===== src/irpd_pkg.sv =====
// Shared types, codes and timing constants for the IR pulse-distance transmitter.
package irpd_pkg;

	localparam int STEP_W = 4;
	localparam int IDX_W  = 6;

	typedef logic [STEP_W-1:0] step_t;
	typedef logic [IDX_W-1:0]  idx_t;

	// protocol codes
	localparam logic [7:0] PROTO_LONG32  = 8'd2;
	localparam logic [7:0] PROTO_BURST12 = 8'd4;
	localparam logic [7:0] PROTO_BITS48  = 8'd7;
	localparam logic [7:0] PROTO_SHORT32 = 8'd8;

	// microprogram entry points and step addresses
	localparam step_t STEP_L32_HDR  = 4'd0;
	localparam step_t STEP_L32_BITS = 4'd1;
	localparam step_t STEP_L32_STOP = 4'd2;
	localparam step_t STEP_S32_HDR  = 4'd3;
	localparam step_t STEP_B48_HDR  = 4'd4;
	localparam step_t STEP_B48_BITS = 4'd5;
	localparam step_t STEP_B48_STOP = 4'd6;
	localparam step_t STEP_B12_HDR  = 4'd7;
	localparam step_t STEP_B12_BITS = 4'd8;
	localparam step_t STEP_B12_GAP  = 4'd9;

	// the 12-bit mode sends three bursts, counted 0..2
	localparam logic [1:0] BURST_LAST = 2'd2;

	// bit positions inside the 48-bit word {data_high, data_low}
	localparam idx_t IDX_TOP     = 6'd47;
	localparam idx_t IDX_HI_LSB  = 6'd16;
	localparam idx_t IDX_LO_LSB  = 6'd0;
	localparam idx_t IDX_B12_TOP = 6'd27;
	localparam idx_t IDX_B12_PEN = 6'd17;

	// timings in microseconds
	localparam logic [13:0] T_MARK_9000 = 14'd9000;
	localparam logic [13:0] T_MARK_4500 = 14'd4500;
	localparam logic [13:0] T_MARK_525  = 14'd525;
	localparam logic [13:0] T_MARK_2200 = 14'd2200;
	localparam logic [13:0] T_MARK_560  = 14'd560;
	localparam logic [13:0] T_MARK_1120 = 14'd1120;
	localparam logic [13:0] T_MARK_3380 = 14'd3380;
	localparam logic [13:0] T_MARK_420  = 14'd420;

	localparam logic [14:0] T_SPACE_4500  = 15'd4500;
	localparam logic [14:0] T_SPACE_525   = 15'd525;
	localparam logic [14:0] T_SPACE_1650  = 15'd1650;
	localparam logic [14:0] T_SPACE_500   = 15'd500;
	localparam logic [14:0] T_SPACE_24500 = 15'd24500;
	localparam logic [14:0] T_SPACE_1690  = 15'd1690;
	localparam logic [14:0] T_SPACE_420   = 15'd420;
	localparam logic [14:0] T_SPACE_1270  = 15'd1270;

	typedef enum logic [2:0] {
		SEQ_NEXT,
		SEQ_REPEAT,
		SEQ_JUMP,
		SEQ_BURST,
		SEQ_END
	} seq_t;

	// one control word of the microprogram
	typedef struct packed {
		logic [13:0] mark0;
		logic [13:0] mark1;
		logic [14:0] space0;
		logic [14:0] space1;
		logic        carrier;
		logic        load_idx;
		idx_t        idx;
		idx_t        stop_idx;
		seq_t        seq;
		step_t       target;
	} ucw_t;

	// sequencer to datapath
	typedef struct packed {
		logic        emit;
		logic [13:0] mark0;
		logic [13:0] mark1;
		logic [14:0] space0;
		logic [14:0] space1;
		logic        carrier;
		logic        last;
		idx_t        idx;
	} pulse_ctrl_t;

	typedef struct packed {
		logic [7:0]  protocol;
		logic [31:0] data_high;
		logic [15:0] data_low;
	} req_t;

	typedef struct packed {
		logic [13:0] mark_us;
		logic [14:0] space_us;
		logic        carrier_select;
		logic        last;
	} pulse_t;

endpackage


===== src/irpd_ucode_rom.sv =====
// Microprogram ROM: one control word per step address.
module irpd_ucode_rom (
	input  irpd_pkg::step_t addr,
	output irpd_pkg::ucw_t  cw
);

	function automatic irpd_pkg::ucw_t mk(
		input logic [13:0]     m0,
		input logic [13:0]     m1,
		input logic [14:0]     s0,
		input logic [14:0]     s1,
		input logic            car,
		input logic            ld,
		input irpd_pkg::idx_t  idx,
		input irpd_pkg::idx_t  stop,
		input irpd_pkg::seq_t  seq,
		input irpd_pkg::step_t tgt
	);
		irpd_pkg::ucw_t w;
		w.mark0    = m0;
		w.mark1    = m1;
		w.space0   = s0;
		w.space1   = s1;
		w.carrier  = car;
		w.load_idx = ld;
		w.idx      = idx;
		w.stop_idx = stop;
		w.seq      = seq;
		w.target   = tgt;
		return w;
	endfunction

	always_comb begin
		case (addr)
			irpd_pkg::STEP_L32_HDR: cw = mk(irpd_pkg::T_MARK_9000, irpd_pkg::T_MARK_9000,
				irpd_pkg::T_SPACE_4500, irpd_pkg::T_SPACE_4500, 1'b0, 1'b1,
				irpd_pkg::IDX_TOP, irpd_pkg::IDX_LO_LSB, irpd_pkg::SEQ_NEXT,
				irpd_pkg::STEP_L32_HDR);
			irpd_pkg::STEP_L32_BITS: cw = mk(irpd_pkg::T_MARK_525, irpd_pkg::T_MARK_525,
				irpd_pkg::T_SPACE_525, irpd_pkg::T_SPACE_1650, 1'b0, 1'b0,
				irpd_pkg::IDX_TOP, irpd_pkg::IDX_HI_LSB, irpd_pkg::SEQ_REPEAT,
				irpd_pkg::STEP_L32_HDR);
			irpd_pkg::STEP_L32_STOP: cw = mk(irpd_pkg::T_MARK_525, irpd_pkg::T_MARK_525,
				irpd_pkg::T_SPACE_1650, irpd_pkg::T_SPACE_1650, 1'b0, 1'b0,
				irpd_pkg::IDX_TOP, irpd_pkg::IDX_LO_LSB, irpd_pkg::SEQ_END,
				irpd_pkg::STEP_L32_HDR);
			irpd_pkg::STEP_S32_HDR: cw = mk(irpd_pkg::T_MARK_4500, irpd_pkg::T_MARK_4500,
				irpd_pkg::T_SPACE_4500, irpd_pkg::T_SPACE_4500, 1'b0, 1'b1,
				irpd_pkg::IDX_TOP, irpd_pkg::IDX_LO_LSB, irpd_pkg::SEQ_JUMP,
				irpd_pkg::STEP_L32_BITS);
			irpd_pkg::STEP_B48_HDR: cw = mk(irpd_pkg::T_MARK_3380, irpd_pkg::T_MARK_3380,
				irpd_pkg::T_SPACE_1690, irpd_pkg::T_SPACE_1690, 1'b0, 1'b1,
				irpd_pkg::IDX_TOP, irpd_pkg::IDX_LO_LSB, irpd_pkg::SEQ_NEXT,
				irpd_pkg::STEP_L32_HDR);
			irpd_pkg::STEP_B48_BITS: cw = mk(irpd_pkg::T_MARK_420, irpd_pkg::T_MARK_420,
				irpd_pkg::T_SPACE_420, irpd_pkg::T_SPACE_1270, 1'b0, 1'b0,
				irpd_pkg::IDX_TOP, irpd_pkg::IDX_LO_LSB, irpd_pkg::SEQ_REPEAT,
				irpd_pkg::STEP_L32_HDR);
			irpd_pkg::STEP_B48_STOP: cw = mk(irpd_pkg::T_MARK_420, irpd_pkg::T_MARK_420,
				irpd_pkg::T_SPACE_420, irpd_pkg::T_SPACE_420, 1'b0, 1'b0,
				irpd_pkg::IDX_TOP, irpd_pkg::IDX_LO_LSB, irpd_pkg::SEQ_END,
				irpd_pkg::STEP_L32_HDR);
			irpd_pkg::STEP_B12_HDR: cw = mk(irpd_pkg::T_MARK_2200, irpd_pkg::T_MARK_2200,
				irpd_pkg::T_SPACE_500, irpd_pkg::T_SPACE_500, 1'b1, 1'b1,
				irpd_pkg::IDX_B12_TOP, irpd_pkg::IDX_LO_LSB, irpd_pkg::SEQ_NEXT,
				irpd_pkg::STEP_L32_HDR);
			irpd_pkg::STEP_B12_BITS: cw = mk(irpd_pkg::T_MARK_560, irpd_pkg::T_MARK_1120,
				irpd_pkg::T_SPACE_500, irpd_pkg::T_SPACE_500, 1'b1, 1'b0,
				irpd_pkg::IDX_TOP, irpd_pkg::IDX_B12_PEN, irpd_pkg::SEQ_REPEAT,
				irpd_pkg::STEP_L32_HDR);
			// final bit of a burst carries the inter-burst gap
			irpd_pkg::STEP_B12_GAP: cw = mk(irpd_pkg::T_MARK_560, irpd_pkg::T_MARK_1120,
				irpd_pkg::T_SPACE_24500, irpd_pkg::T_SPACE_24500, 1'b1, 1'b0,
				irpd_pkg::IDX_TOP, irpd_pkg::IDX_LO_LSB, irpd_pkg::SEQ_BURST,
				irpd_pkg::STEP_B12_HDR);
			default: cw = mk(14'd0, 14'd0, 15'd0, 15'd0, 1'b0, 1'b0,
				irpd_pkg::IDX_TOP, irpd_pkg::IDX_LO_LSB, irpd_pkg::SEQ_END,
				irpd_pkg::STEP_L32_HDR);
		endcase
	end

endmodule


===== src/irpd_sequencer.sv =====
// Step counter, bit index and burst counter that walk the microprogram.
module irpd_sequencer (
	input  logic                 clk,
	input  logic                 arst_n,
	input  logic                 start,
	input  logic [7:0]           protocol,
	input  logic                 advance,
	input  irpd_pkg::ucw_t       cw,
	output irpd_pkg::step_t      step,
	output logic                 busy,
	output irpd_pkg::pulse_ctrl_t ctrl
);

	logic            busy_q;
	irpd_pkg::step_t step_q;
	irpd_pkg::idx_t  idx_q;
	logic [1:0]      burst_q;

	assign step = step_q;
	assign busy = busy_q;

	always_comb begin
		ctrl.emit    = busy_q;
		ctrl.mark0   = cw.mark0;
		ctrl.mark1   = cw.mark1;
		ctrl.space0  = cw.space0;
		ctrl.space1  = cw.space1;
		ctrl.carrier = cw.carrier;
		ctrl.idx     = idx_q;
		ctrl.last    = (cw.seq == irpd_pkg::SEQ_END) ||
			((cw.seq == irpd_pkg::SEQ_BURST) && (burst_q == irpd_pkg::BURST_LAST));
	end

	always_ff @(posedge clk or negedge arst_n) begin
		if (!arst_n) begin
			busy_q  <= 1'b0;
			step_q  <= irpd_pkg::STEP_L32_HDR;
			idx_q   <= irpd_pkg::IDX_TOP;
			burst_q <= 2'd0;
		end else if (start) begin
			burst_q <= 2'd0;
			case (protocol)
				irpd_pkg::PROTO_LONG32: begin
					busy_q <= 1'b1;
					step_q <= irpd_pkg::STEP_L32_HDR;
				end
				irpd_pkg::PROTO_SHORT32: begin
					busy_q <= 1'b1;
					step_q <= irpd_pkg::STEP_S32_HDR;
				end
				irpd_pkg::PROTO_BITS48: begin
					busy_q <= 1'b1;
					step_q <= irpd_pkg::STEP_B48_HDR;
				end
				irpd_pkg::PROTO_BURST12: begin
					busy_q <= 1'b1;
					step_q <= irpd_pkg::STEP_B12_HDR;
				end
				default: busy_q <= 1'b0; // unknown code: nothing to send
			endcase
		end else if (busy_q && advance) begin
			if (cw.load_idx) begin
				idx_q <= cw.idx;
			end
			case (cw.seq)
				irpd_pkg::SEQ_NEXT: step_q <= step_q + 1'b1;
				irpd_pkg::SEQ_REPEAT: begin
					idx_q <= idx_q - 1'b1;
					if (idx_q == cw.stop_idx) begin
						step_q <= step_q + 1'b1;
					end
				end
				irpd_pkg::SEQ_JUMP: step_q <= cw.target;
				irpd_pkg::SEQ_BURST: begin
					if (burst_q == irpd_pkg::BURST_LAST) begin
						busy_q <= 1'b0;
					end else begin
						burst_q <= burst_q + 1'b1;
						step_q  <= cw.target;
					end
				end
				default: busy_q <= 1'b0;
			endcase
		end
	end

endmodule


===== src/irpd_datapath.sv =====
// Data word, bit select and the output register of the pulse channel.
module irpd_datapath (
	input  logic                  clk,
	input  logic                  arst_n,
	input  logic                  load,
	input  logic [31:0]           data_high,
	input  logic [15:0]           data_low,
	input  irpd_pkg::pulse_ctrl_t ctrl,
	input  logic                  pulse_ready,
	output logic                  pulse_valid,
	output irpd_pkg::pulse_t      pulse,
	output logic                  out_free
);

	logic [47:0]       data_q;
	logic              valid_q;
	irpd_pkg::pulse_t  pulse_q;
	logic              bit_val;

	assign bit_val     = data_q[ctrl.idx];
	assign out_free    = !valid_q || pulse_ready;
	assign pulse_valid = valid_q;
	assign pulse       = pulse_q;

	always_ff @(posedge clk) begin
		if (load) begin
			data_q <= {data_high, data_low};
		end
		if (ctrl.emit && out_free) begin
			pulse_q.mark_us        <= bit_val ? ctrl.mark1 : ctrl.mark0;
			pulse_q.space_us       <= bit_val ? ctrl.space1 : ctrl.space0;
			pulse_q.carrier_select <= ctrl.carrier;
			pulse_q.last           <= ctrl.last;
		end
	end

	always_ff @(posedge clk or negedge arst_n) begin
		if (!arst_n) begin
			valid_q <= 1'b0;
		end else if (out_free) begin
			valid_q <= ctrl.emit;
		end
	end

endmodule


===== src/ir_remote_pulse_distance_transmitter.sv =====
// Top level: request port, microcode ROM, sequencer and pulse datapath.
// The sequencer registers a request before its first pulse enters the output register.
// Throughput: one pulse per cycle while pulse_ready is high, one microcode step each;
// a frame has 34, 39 or 50 pulses, and an unknown code is taken without sending any.
// The next request is taken while the final pulse of a frame still waits in the output register.
// Reset (arst_n low) clears the sequencer and empties the output register.
module ir_remote_pulse_distance_transmitter (
	input  logic             clk,
	input  logic             arst_n,
	input  logic             req_valid,
	output logic             req_ready,
	input  irpd_pkg::req_t   req,
	output logic             pulse_valid,
	input  logic             pulse_ready,
	output irpd_pkg::pulse_t pulse
);

	irpd_pkg::step_t       step;
	irpd_pkg::ucw_t        cw;
	irpd_pkg::pulse_ctrl_t ctrl;
	logic                  busy;
	logic                  out_free;
	logic                  start;

	assign req_ready = !busy;
	assign start     = req_valid && req_ready;

	irpd_ucode_rom u_rom (
		.addr (step),
		.cw   (cw)
	);

	irpd_sequencer u_seq (
		.clk      (clk),
		.arst_n   (arst_n),
		.start    (start),
		.protocol (req.protocol),
		.advance  (out_free),
		.cw       (cw),
		.step     (step),
		.busy     (busy),
		.ctrl     (ctrl)
	);

	irpd_datapath u_dp (
		.clk         (clk),
		.arst_n      (arst_n),
		.load        (start),
		.data_high   (req.data_high),
		.data_low    (req.data_low),
		.ctrl        (ctrl),
		.pulse_ready (pulse_ready),
		.pulse_valid (pulse_valid),
		.pulse       (pulse),
		.out_free    (out_free)
	);

endmodule


===== config.mk =====
export PLATFORM = sky130hd
export DESIGN_NAME = ir_remote_pulse_distance_transmitter
export DESIGN_NICKNAME = d
export VERILOG_FILES = /design/src/irpd_pkg.sv /design/src/irpd_ucode_rom.sv /design/src/irpd_sequencer.sv /design/src/irpd_datapath.sv /design/src/ir_remote_pulse_distance_transmitter.sv
export SDC_FILE = /design/constraint.sdc
export NUM_CORES = 1
export LEC_CHECK = 0
export ABC_CLOCK_PERIOD_IN_PS = 4100
export CAP_MARGIN = 30
export CORE_MARGIN = 2
export CORE_UTILIZATION = 55
export CTS_CLUSTER_DIAMETER = 100
export CTS_CLUSTER_SIZE = 25
export DETAILED_ROUTE_END_ITERATION = 16
export DONT_BUFFER_PORTS = 1
export PLACE_DENSITY = 0.69
export RECOVER_POWER = 25
export SETUP_SLACK_MARGIN = 0.05
export SLEW_MARGIN = 10
export SYNTH_ARGS = -nofsm -noshare
export SYNTH_HDL_FRONTEND = slang
export SYNTH_SLANG_ARGS = --single-unit
export TNS_END_PERCENT = 1

===== constraint.sdc =====
create_clock -name clk -period 4.1 [get_ports clk]
set_clock_uncertainty 0.05 [all_clocks]
set_input_delay 0.41 -clock clk [delete_from_list [all_inputs] [get_ports clk]]
set_output_delay 0.41 -clock clk [all_outputs]
set_load 0.005 [all_outputs]

======== After elaboration in Yosys (flattened, before gate mapping) ========
Memory sizes are Yosys's and may differ from the RTL's.
Index checks and enable logic that the tools add are counted.
word-level totals
  flip-flop bits (word level) ............. 93
  bits in latches ......................... 0
  memory bits (writable) .................. 0
  ROM bits ................................ 1,040
  bits of input ports ..................... 60
  output and inout bits ................... 33
  word-level logic and storage cells ...... 71
  memories ................................ 1
memories
  name             words  width  rd ports  clocked after Yosys merged registers in  wr ports  line                  RTL
  (no name shown)  16     65     1         0                                        0         irpd_ucode_rom.sv:34  case (addr)
cells by class
  add/subtract/negate cells ............... 3
  multipliers ............................. 0
  divide/modulo/power cells ............... 0
  order comparisons ....................... 1
  eq/ne operators ......................... 16
  shift-type cells ........................ 0
  muxes and demuxes ....................... 21
  bitwise gates (word level) .............. 1
  reductions and logical operators ........ 18
operator list
  operator                                                               count
  4-bit one-hot mux with 4 select lines                                  2
  8-bit by 3-bit == test with 1-bit output (second input constant)       2
  4-bit 2-to-1 mux                                                       4
  15-bit 2-to-1 mux                                                      1
  14-bit 2-to-1 mux                                                      1
  6-bit 2-to-1 mux                                                       2
  3-bit AND reduction                                                    3
  8-bit by 2-bit == test with 1-bit output (second input constant)       1
  8-bit by 4-bit == test with 1-bit output (second input constant)       1
  2-bit 2-to-1 mux                                                       4
  6-bit by 7-bit < comparator with 1-bit output (second input constant)  1
  1-bit binary-select mux with 6-bit select                              1
  3-bit by 2-bit == test with 1-bit output (second input constant)       2
  6-bit == test                                                          1
  3-bit != test (second input constant)                                  2
  2-bit nonzero test                                                     3
  6-bit by 1-bit subtractor with 6-bit output (second input constant)    1
  1-bit 2-to-1 mux                                                       5
  5-bit by 1-bit != test with 1-bit output (second input constant)       1
  5-bit AND reduction                                                    1
  5-bit nonzero test                                                     1
  4-bit by 1-bit adder with 4-bit output (second input constant)         1
  4-bit OR reduction                                                     1
  3-bit by 1-bit == test with 1-bit output (second input constant)       1
  13 further kinds                                                       17

======== Longest topological paths before layout ========
Gate-level depths: netlist of the first run.
An unclocked memory read counts as a cell.
  depth after elaboration ................. 6
  mapped depth ............................ 10
  depth with buffers taken out ............ 8

======== Hierarchy ========
From an unflattened synthesis of the first run, not the netlist that was laid out.
second synthesis, totals
  cells, all modules ...................... 450
  area, all modules ....................... 5,587.9 um2
by module, submodules not included
  module                                instances  cells each  area each (um2)  sequential area each (um2)
  irpd_datapath                         1          143         3,245.6          2,397.3
  irpd_sequencer                        1          170         1,473.9          331.6
  irpd_ucode_rom                        1          135         858.3            0.0
  ir_remote_pulse_distance_transmitter  1          2           10.0             0.0

======== Least setup slack after synthesis of the first run ========
No wires, ideal clock.
  kind .................................... input-to-reg
  start ................................... in req_valid
  end ..................................... reg u_seq.step_q[0], in the netlist u_seq.step[0]
  setup time .............................. 0.125 ns
  data arrival time ....................... 2.897 ns
  required time ........................... 3.925 ns
  path slack .............................. 1.029 ns
  stages on the path ...................... 7
  path buffers ............................ 1
  cell sequence ........................... nor2b_1 clkbuf_1 nand2_1 nor3_1 nand2_1 and2_1 mux2_2
on the way
  cells in the longest elaborated chain, start to end .. 3
  elaborated cells on any way between the ends .. 8
  those cells by class .................... eq/ne: 3; mux: 1; reduce/logical: 4
RTL lines
  what                                                                              line                                        RTL
  start, declared                                                                   ir_remote_pulse_distance_transmitter.sv:10  input logic req_valid,
  1-bit logical AND (*)                                                             ir_remote_pulse_distance_transmitter.sv:26  assign start = req_valid && req_ready;
  named net start                                                                   ir_remote_pulse_distance_transmitter.sv:23  logic start;
  5-bit by 1-bit != test with 1-bit output (no line), or another cell as far along  n/a
  5-bit AND reduction (no line)                                                     n/a
  end signal, assigned                                                              irpd_sequencer.sv:70                        step_q <= step_q + 1'b1;
  end signal, assigned                                                              irpd_sequencer.sv:73                        irpd_pkg::SEQ_JUMP: step_q <= cw.target;
  end signal, assigned                                                              irpd_sequencer.sv:79                        step_q <= cw.target;
  end, declared                                                                     irpd_sequencer.sv:15                        irpd_pkg::step_t step_q;
The timed path passes the listed nets; every way through them passes the cells marked *.
A chain may end at the register's enable or synchronous reset.

======== Final worst setup path of the first run ========
  start ................................... reg u_seq.idx_q[0]
  end ..................................... reg u_dp.pulse_q (netlist bit u_dp.pulse[4]) (data pin)
on the way
  cells in the longest elaborated chain, start to end .. 3
RTL lines
  what                                       line                  RTL
  start, declared                            irpd_sequencer.sv:16  irpd_pkg::idx_t idx_q;
  start signal, assigned                     irpd_sequencer.sv:38  idx_q <= irpd_pkg::IDX_TOP;
  start signal, assigned                     irpd_sequencer.sv:63  idx_q <= cw.idx;
  start signal, assigned                     irpd_sequencer.sv:68  idx_q <= idx_q - 1'b1;
  1-bit binary-select mux with 6-bit select  irpd_datapath.sv:20   assign bit_val = data_q[ctrl.idx];
  1-bit 2-to-1 mux (implied by the code)     irpd_datapath.sv:20
  15-bit 2-to-1 mux                          irpd_datapath.sv:31   pulse_q.space_us <= bit_val ? ctrl.space1 : ctrl.space0;
  end, declared                              irpd_datapath.sv:17   irpd_pkg::pulse_t pulse_q;
Every way passes these cells. The select of a mux whose other input is x is not followed.

==> results of run 1 <==
==> layer usage <==
| metal | up-vias | track usage (%) | part of all wire [%] |
|---|---|---|---|
| met5 | - | 0 | 0 |
| met2 | 86 | 30.7 | 51 |
| met3 | 9 | 4.19 | 4.8 |
| li1 | 1226 | - | - |
| met4 | 0 | 7.23 | 1.3 |
| met1 | 1239 | 22.4 | 43 |
==> registers in the layout (all words and copies together) (netlist names) <==
name,cells
u_seq.idx_q,6
u_seq.step,4
u_dp.data_q,48
u_dp.pulse,28
u_seq.burst_q,2
u_seq.busy,1
u_dp.pulse_valid,1
==> power groups by stage <==
stage | clock (mW) | combinational [mW] | sequential (mW)
final | 0.608 | 0.995 | 1.44
after global routing | 0.653 | 1.11 | 1.47
after floorplan | 0 | 0.907 | 1.36
after global placement | 0 | 0.962 | 1.46
after detailed placement | 0 | 0.989 | 1.47
after CTS | 0.623 | 0.996 | 1.45
==> what timing repair did <==
| item | 4_1_cts | 5_1_grt |
|---|---|---|
| hold endpoints to repair | 14 | 0 |
| setup buffers | 0 | 0 |
| resized for setup | 0 | 0 |
| hold buffers | 1 | 0 |
| endpoints found under the setup margin | 0 | 0 |
==> cell families (layout without fill, tap and decap cells) <==
logic type      after synthesis  in the layout  share of synthesized area [%]
flops                        90             90                           60.6
simple gates                 83             83                           10.0
compound gates               72             72                           11.1
buf+inv                      40             37                           4.48
mux                          28             28                           9.97
fa+ha+maj                    10             10                           2.87
xor+xnor                      4              4                          0.805
other cells                   1              2                         0.0861
==> worst max path at each step <==
stage | startpoint | end | slack (ns)
finish | u_seq.idx_q[0] | u_dp.pulse[4] | 1.06
global route | u_seq.idx_q[0] | u_dp.pulse[12] | 0.86
CTS | u_seq.idx_q[0] | u_dp.pulse[12] | 1.03
detailed placement | u_seq.idx_q[0] | u_dp.pulse[12] | 1.02
global placement | u_seq.idx_q[0] | u_dp.pulse[12] | 1.10
floorplan | req_valid | u_seq.step[0] | 1.03
==> final cells by class <==
class | count | share of cell area, %
clock inverters | 7 | 1.60
repair buffers | 6 | 1.20
well taps | 102 | 2.77
inverters | 15 | 1.22
clock buffers | 9 | 2.69
flip-flops and latches | 90 | 57.3
multi-input cells | 199 | 33.2
==> worst max-delay path, delay by kind of cell, from the launching register on <==
kind,cells,cell delay [ns]
and+or+nand+nor,1,0.33
AOI/OAI and AO/OA,2,0.41
DFF,1,0.89
muxes,3,1.11
==> layout by cell type (no fill, tap or decap), types with 2 or more instances in the layout <==
cell type  instances
a211o_1            2
a21o_1             5
a21oi_1           19
a22oi_1            3
a311oi_1           2
a32o_1             2
and2_1             4
buf_4              4
clkbuf_8           9
clkinv_1           2
conb_1             2
dfrtp_1            9
dfstp_2            5
edfxtp_1          76
ha_1              10
inv_1             14
inv_6              4
mux2_2             6
mux2i_1           13
mux4_1             9
nand2_1           16
nand2b_1           7
nand3_1            2
nand3b_1           2
nor2_1            22
nor2b_1            6
nor3_1             5
nor3b_1            3
nor4_1             3
o21a_1             3
o21ai_0           16
o221ai_1           5
o22ai_1            4
o31ai_1            2
or2_2              4
xnor2_1            3
==> per-stage QoR <==
step / cells / instance area (um2) / util, % / power [mW] / hold WS [ns]
detailed placement: 411 / 4400 / 57.2 / 2.45 / 0.0650
global placement: 410 / 4380 / 57.0 / 2.42 / 0.0650
CTS: 428 / 4610 / 59.9 / 3.06 / 0.0793
floorplan: 329 / 4360 / - / 2.26 / 0.0644
finish: 428 / 4610 / 59.9 / 3.04 / 0.0919
global route: 428 / 4610 / 59.9 / 3.24 / 0.0738
==> results.json, run 1 <==
{
  "hold_end": "u_dp.data_q[28]",
  "r2r-start": "u_seq.idx_q[0]",
  "overflow": 0,
  "dp_hpwl_mm": 5.15,
  "rows": 32,
  "drive_above_1_share_pct": 12.3,
  "via_per_inst": 5.98,
  "syn_area_per_cell_um2": 13.3,
  "rrSetupSlack_ns": 1.06,
  "required_ns": 4.17,
  "drc_errors": 0,
  "synth_cells": 328,
  "max_stage_delay_ns": 0.89,
  "async_reset_ff_share_pct": 15.6,
  "die_area_um2": 8640,
  "num_antenna_cells": 0,
  "setup_viol": 0,
  "drv_slew": 0,
  "cts_buffer_depth": 2,
  "ys_top_cells_by_area": "edfxtp_1, mux4_1, dfrtp_1",
  "synth_edf_count": 76,
  "yosysTopAreaCellShare_pct": 52.4,
  "multi_input_area_um2": 1530,
  "cp_max_fo": 23,
  "die_x_um": 93.0,
  "min_from": "req[28]",
  "clkTransAtPathRegs_ns": 0.09,
  "yosysTopAreaCell": "edfxtp_1",
  "ys.flop_type": "edfxtp_1",
  "fin_ws_ns": 1.06,
  "cp.arrival_ns": 3.11,
  "p_sw_mw": 1.05,
  "gp_congestion": 0.833,
  "die_y_um": 93.0,
  "grt_pass1_vias": 2446,
  "clk_latency_ns": 0.36,
  "power.share.clock_pct": 20.0,
  "io_pins": 93,
  "cts_root_buf": "clkbuf_8",
  "seq_area_um2": 2640,
  "hold_viol": 0,
  "ys_seq_area_share_pct": 60.6,
  "start_kind": "flop",
  "fillers": 618,
  "cts_sinks": 90,
  "cts_tree": "yes",
  "seqPwrFrac_pct": 47.3,
  "endpoint_kind": "flop",
  "sw_frac_of_total_pct": 34.4,
  "drv_cap": 0,
  "synth-seq-cells": 90,
  "synthesis.area_um2": 4350,
  "comb_power_share_pct": 32.7,
  "initial_core_util_pct": 56.6,
  "yosys_warnings": 0,
  "powerDensity_nw_per_um2": 661,
  "layout_min_cycle_time_ns": 3.04,
  "antenna_found_initial": 0,
  "wl_per_cell_um": 17.6,
  "grt_max_degree": 56,
  "slew_headroom_pct": 49.7,
  "vias": 2560,
  "max_freq_mhz": 329,
  "finalSetupTns_ns": 0,
  "crit_chain": "mux4_1 -> mux2_2 -> o221ai_1 -> nand3_2 -> mux2i_1 -> a21o_1",
  "first_pass_iters": 4,
  "post-place-ws_ns": 1.02,
  "io_buffers": 0,
  "drt_wl_total_mm": 7.51,
  "crit_path_top_delay_cell": "dfstp_2",
  "synth_cell_types": 57,
  "p_int_mw": 2.00,
  "ant_nets": 0,
  "worst_pin_slew_ns": 0.752,
  "worstRegToRegCells": 6,
  "grt_pass1_wl_mm": 11.9,
  "cts_buffers": 9,
  "core-area_um2": 7690,
  "vdd_drop_max_uv": 339,
  "fin_crit_sh_pct": 74.2,
  "hold_class": "in2reg",
  "worstSetupPathType": "reg2reg",
  "final_nets": 391,
  "htree_levels": 3,
  "ys_top_cells_by_count": "edfxtp_1, nor2_1, a21oi_1, nand2_1, o21ai_0",
  "grt_usage_pct": 18.0,
  "area_growth_pct": 5.80,
  "drtIter0Drc": 109,
  "leakage_nw": 1.73,
  "yosysMostFrequentCell": "edfxtp_1",
  "status": "complete, no violations",
  "whs_path_depth": 0,
  "rsz0062_at_grt": "false",
  "reg2reg_to": "u_dp.pulse[4]"
}
(Power assumes the default switching activity.)
==> run 2: changes to the inputs <==
ABC_CLOCK_PERIOD_IN_PS = 3160   (was 4100)
clock period = 3.16 ns   (was 4.1 ns; I/O delays follow)
==> run 2 against run 1 <==
  * Fmax is 7.2% higher
  * First-iteration DRC count is 12% higher
  * Routed wire length is 18% higher
  * Critical path depth stayed put
  * Sequential power is 28% higher
  * Utilization is 7.1 points higher
  * Clock power is 45% higher
  * Cell area is 12% higher
  * Non-clock buffer count is 54 higher
  * Register-to-register slack worse by 0.73 ns
==> results.json, run 2 (synthesis gave the netlist of run 1 again) <==
{
  "setup_viol": 0,
  "crit_buf_inv": 0,
  "drc_errors": 0,
  "overflow": 0,
  "htree_levels": 3,
  "grt_usage_pct": 21.4,
  "fin_crit_sh_pct": 89.7,
  "core-area_um2": 7690,
  "drv_cap": 0,
  "antenna_found_initial": 0,
  "hold_viol": 0,
  "start_kind": "flop",
  "most-common-layout-cells": "edfxtp_1, dlygate4sd3_1, nor2_1",
  "required_ns": 3.23,
  "layout_min_cycle_time_ns": 2.84,
  "drtIter0Drc": 122,
  "hold-worst-slack_ns": 0.119,
  "layout_commonest_cell": "edfxtp_1",
  "regMostFlops": "u_dp.data_q",
  "ant_nets": 0,
  "grt_max_degree": 55,
  "critPathTopFamily": "multiplexers",
  "max_freq_mhz": 353,
  "dp_hpwl_mm": 5.44,
  "cts_buffer_depth": 2,
  "io_buffers": 0,
  "cts_root_buf": "clkbuf_8",
  "cp_max_fo": 14,
  "die_x_um": 93.0,
  "total_power_mw": 4.14,
  "status": "complete, no violations",
  "io_pins": 93,
  "rows": 32,
  "vias": 2818,
  "grt_pass1_wl_mm": 13.9,
  "slew_headroom_pct": 52.4,
  "gp_congestion": 0.858,
  "first_pass_iters": 4,
  "final_nets": 445,
  "worst_pin_slew_ns": 0.712,
  "cp.arrival_ns": 2.91,
  "drt_wl_total_mm": 8.86,
  "wl_per_cell_um": 18.4,
  "via_per_inst": 5.85,
  "drive_above_1_share_pct": 12.4,
  "final_util_pct": 67.0,
  "initial_core_util_pct": 56.6,
  "rsz0062_at_grt": "false",
  "finalSetupTns_ns": 0,
  "die_area_um2": 8640,
  "largest_register_ffs": 48,
  "crit_path_top_delay_cell": "dfstp_2",
  "die_y_um": 93.0,
  "cts_sinks": 90,
  "grt_pass1_vias": 2855,
  "worstSetupPathType": "reg2reg",
  "hold_class": "in2reg",
  "drv_slew": 0,
  "post_cts_resized": 0,
  "vdd_drop_max_uv": 448,
  "cts_tree": "yes",
  "cts_setup_buffers": 0,
  "crit_chain": "mux4_1 -> mux2_2 -> o221ai_1 -> nand3_2 -> mux2i_1 -> a21o_1",
  "clkTransAtPathRegs_ns": 0.10,
  "cts_buffers": 9,
  "powerDensity_nw_per_um2": 805,
  "area_growth_pct": 18.3,
  "max_stage_delay_ns": 0.70,
  "endpoint_kind": "flop",
  "leakage_nw": 1.97,
  "num_antenna_cells": 0,
  "clk_latency_ns": 0.36
}
-- run 2: through the flow --
step,setup slack [ns],instance area (um2),cells
2_1_floorplan,0.118,4360,329
3_3_place_gp,0.407,4440,417
3_5_place_dp,0.343,4440,417
4_1_cts,0.338,5150,482
5_1_grt,0.149,5150,482
6_report,0.324,5150,482
-- run 2: path summary, 6_finish.rpt --
| kind | startpoint | end | depth (start not counted) | slack (ns) |
|---|---|---|---|---|
| max in group asynchronous | arst_n | u_seq.step[3] | 1 | 2.26 |
| min reg2reg | u_seq.burst_q[1] | u_seq.burst_q[1] | 2 | 0.50 |
| max | u_seq.idx_q[0] | u_dp.pulse[4] | 6 | 0.32 |
| min in group asynchronous | arst_n | u_seq.busy | 1 | 0.37 |
| max reg2reg | u_seq.idx_q[0] | u_dp.pulse[4] | 6 | 0.32 |
| min | req[52] | u_seq.busy | 3 | 0.12 |
-- run 2: report_power, final --
| part | internal (mW) | switching [mW] |
|---|---|---|
| sequential | 1.66 | 0.194 |
| clock | 0.452 | 0.428 |
| combinational | 0.620 | 0.792 |
-- run 2: timing repair --
item	CTS	global route
hold endpoints to repair	62	0
setup endpoints to repair	0	0
hold buffers	49	0
-- run 2: worst min-delay path, stage by stage --
cell and delay (ns):
nor3_1 0.05, nand2_1 0.08, nand2_1 0.06
-- run 2: routing by layer --
layer	global-route usage (%)	part of all wire [%]	vias up
met3	4.67	4.2	20
met5	0	0	-
met1	23.9	39	1383
li1	-	-	1326
met4	9.19	2.4	0
met2	39.1	54	89
-- run 2: final cells by class --
cell class	count	area, um2
sequential	90	2640
fill	542	2540
multi-input combinational	199	1530
timing repair buffer	60	573
tap	102	128
clock buffer	9	124
clock inverter	7	98.8
inverter	15	56.3
==> run 3: changes to the inputs <==
GPL_TIMING_DRIVEN = 0   (was not set)
RECOVER_POWER = not set   (was 25)
==> run 3 against run 2 <==
  * Die area unchanged
  * Non-clock buffer count grew 16
  * Sequential power shrank 5%
  * Critical endpoint is now u_seq.step[0]
  * Combinational power is 14% higher
  * Highest routed layer unchanged
  * Total power up 0.20%
==> results.json, run 3 (synthesis gave the netlist of run 1 again) <==
{
  "slew_headroom_pct": 52.8,
  "drtIter0Drc": 150,
  "layout_min_cycle_time_ns": 2.87,
  "cp.arrival_ns": 3.07,
  "drc_errors": 0,
  "setup_viol": 0,
  "cts_tree": "yes",
  "powerDensity_nw_per_um2": 795,
  "cts_root_buf": "clkbuf_8",
  "final_cells": 498,
  "most-common-layout-cells": "edfxtp_1, dlygate4sd3_1, nor2_1",
  "fillers": 582,
  "cp_max_fo": 9,
  "antenna_found_initial": 0,
  "vdd_drop_max_uv": 422,
  "drt_wl_total_mm": 9.17,
  "drv_slew": 0,
  "top_usage_layer": "met2",
  "vias": 2887,
  "cts_sinks": 90,
  "grt_pass1_vias": 3002,
  "htree_levels": 3,
  "crit_chain": "clkbuf_2 -> clkinv_2 -> ha_1 -> and3b_1 -> clkbuf_1 -> o21ai_0 -> o22ai_1 -> a211o_1 -> and2_1 -> mux2_2",
  "via_per_inst": 5.80,
  "cts_buffer_depth": 2,
  "worst_pin_slew_ns": 0.707,
  "fin_crit_sh_pct": 90.8,
  "final_nets": 461,
  "num_antenna_cells": 0,
  "status": "complete, no violations",
  "rows": 32,
  "grt.met2_usage_pct": 40.5,
  "grt_usage_pct": 22.7,
  "hold_class": "in2reg",
  "endpoint_kind": "flop",
  "hold_viol": 0,
  "required_ns": 3.36,
  "die_area_um2": 8640,
  "grt_pass1_wl_mm": 14.8,
  "crit_path_top_delay_cell": "dfrtp_1",
  "ant_nets": 0,
  "start_kind": "flop",
  "largest_register_ffs": 48,
  "wl_per_cell_um": 18.4,
  "dp_hpwl_mm": 5.82,
  "rsz0062_at_grt": "false",
  "die_x_um": 93.0,
  "finalSetupTns_ns": 0,
  "overflow": 0,
  "layout_commonest_cell": "edfxtp_1",
  "met3_usage_pct": 4.67,
  "leakage_nw": 1.99,
  "clkTransAtPathRegs_ns": 0.09,
  "cts_buffers": 9,
  "core-area_um2": 7690,
  "area_growth_pct": 19.9,
  "use_met1_pct": 26.8,
  "regMostFlops": "u_dp.data_q",
  "io_pins": 93,
  "dp_cells": 433,
  "io_buffers": 0,
  "rrSetupSlack_ns": 0.29,
  "worstSetupPathType": "reg2reg",
  "max_freq_mhz": 348,
  "grt_max_degree": 38,
  "drive_above_1_share_pct": 12.1,
  "total_power_mw": 4.15,
  "drv_cap": 0,
  "max_stage_delay_ns": 0.40,
  "die_y_um": 93.0,
  "initial_core_util_pct": 56.6,
  "clk_latency_ns": 0.36,
  "gp_congestion": 0.875,
  "first_pass_iters": 6
}
run 3: changes by cell type in the layout (fill, tap and decap cells not counted), moves of 2 or more:
cell,delta
buf_2,+3
clkbuf_2,+2
buf_6,+2
buf_4,-7
inv_6,-2
clkbuf_1,+13
run 3: report_power, final:
part	leakage [nW]	switching, mW	internal [mW]	total, mW
clock network	0.0905	0.412	0.367	0.779
logic	1.00	0.928	0.683	1.61
registers	0.895	0.110	1.65	1.76
run 3: layout make-up:
cell class / instances / area [um2] / area share, %
Sequential cell: 90 / 2640 / 50.5
Inverter: 15 / 57.6 / 1.10
Buffer: 25 / 141 / 2.71
Multi-Input combinational cell: 199 / 1520 / 29.2
Clock buffer: 10 / 128 / 2.44
Timing Repair Buffer: 51 / 538 / 10.3
Clock inverter: 6 / 66.3 / 1.27
Tap cell: 102 / 128 / 2.44
run 3: final timing paths:
path | start | end | depth (start not counted)
setup / recovery | u_seq.step[1] | u_seq.step[0] | 10
hold / removal | req[52] | u_seq.busy | 3
max in group asynchronous | arst_n | u_seq.idx_q[4] | 1
min in group asynchronous | arst_n | u_seq.step[1] | 1
setup reg to reg | u_seq.step[1] | u_seq.step[0] | 10
hold reg to reg | u_seq.burst_q[1] | u_seq.burst_q[1] | 2
run 3: worst max-delay path, delay by kind of cell, from the launching register on:
| kind | cells | cell delay [ns] |
|---|---|---|
| buffers and inverters | 3 | 0.57 |
| DFF | 1 | 0.40 |
| and+or+nand+nor | 2 | 0.42 |
| muxes | 1 | 0.28 |
| AOI/OAI and AO/OA | 3 | 0.74 |
| adders and majority gates | 1 | 0.29 |
run 3: what timing repair did:
| action | 4_1_cts | 5_1_grt |
|---|---|---|
| hold endpoints to repair | 62 | 0 |
| pin swaps | 0 | 0 |
| hold buffers | 49 | 0 |
| buffers inserted | 0 | 0 |
| resized for setup | 1 | 2 |
| setup endpoints to repair | 4 | 4 |
run 3: routing by layer:
metal  routed length [um]  share of wire [%]
met2                 4950                 54
met3                  371                4.0
met1                 3670                 40
met4                  183                2.0
met5                    0                  0
run 3: through the flow:
step	setup WS [ns]	hold WS [ns]	util, %	area, um2
after detailed placement	-0.0476	-0.0292	59.0	4530
after global routing	0.0626	0.141	67.9	5220
after CTS	0.0774	0.108	67.9	5220
after floorplan	0.118	-0.0296	-	4360
after global placement	-0.435	-0.0291	58.3	4490
final	0.289	0.116	67.9	5220
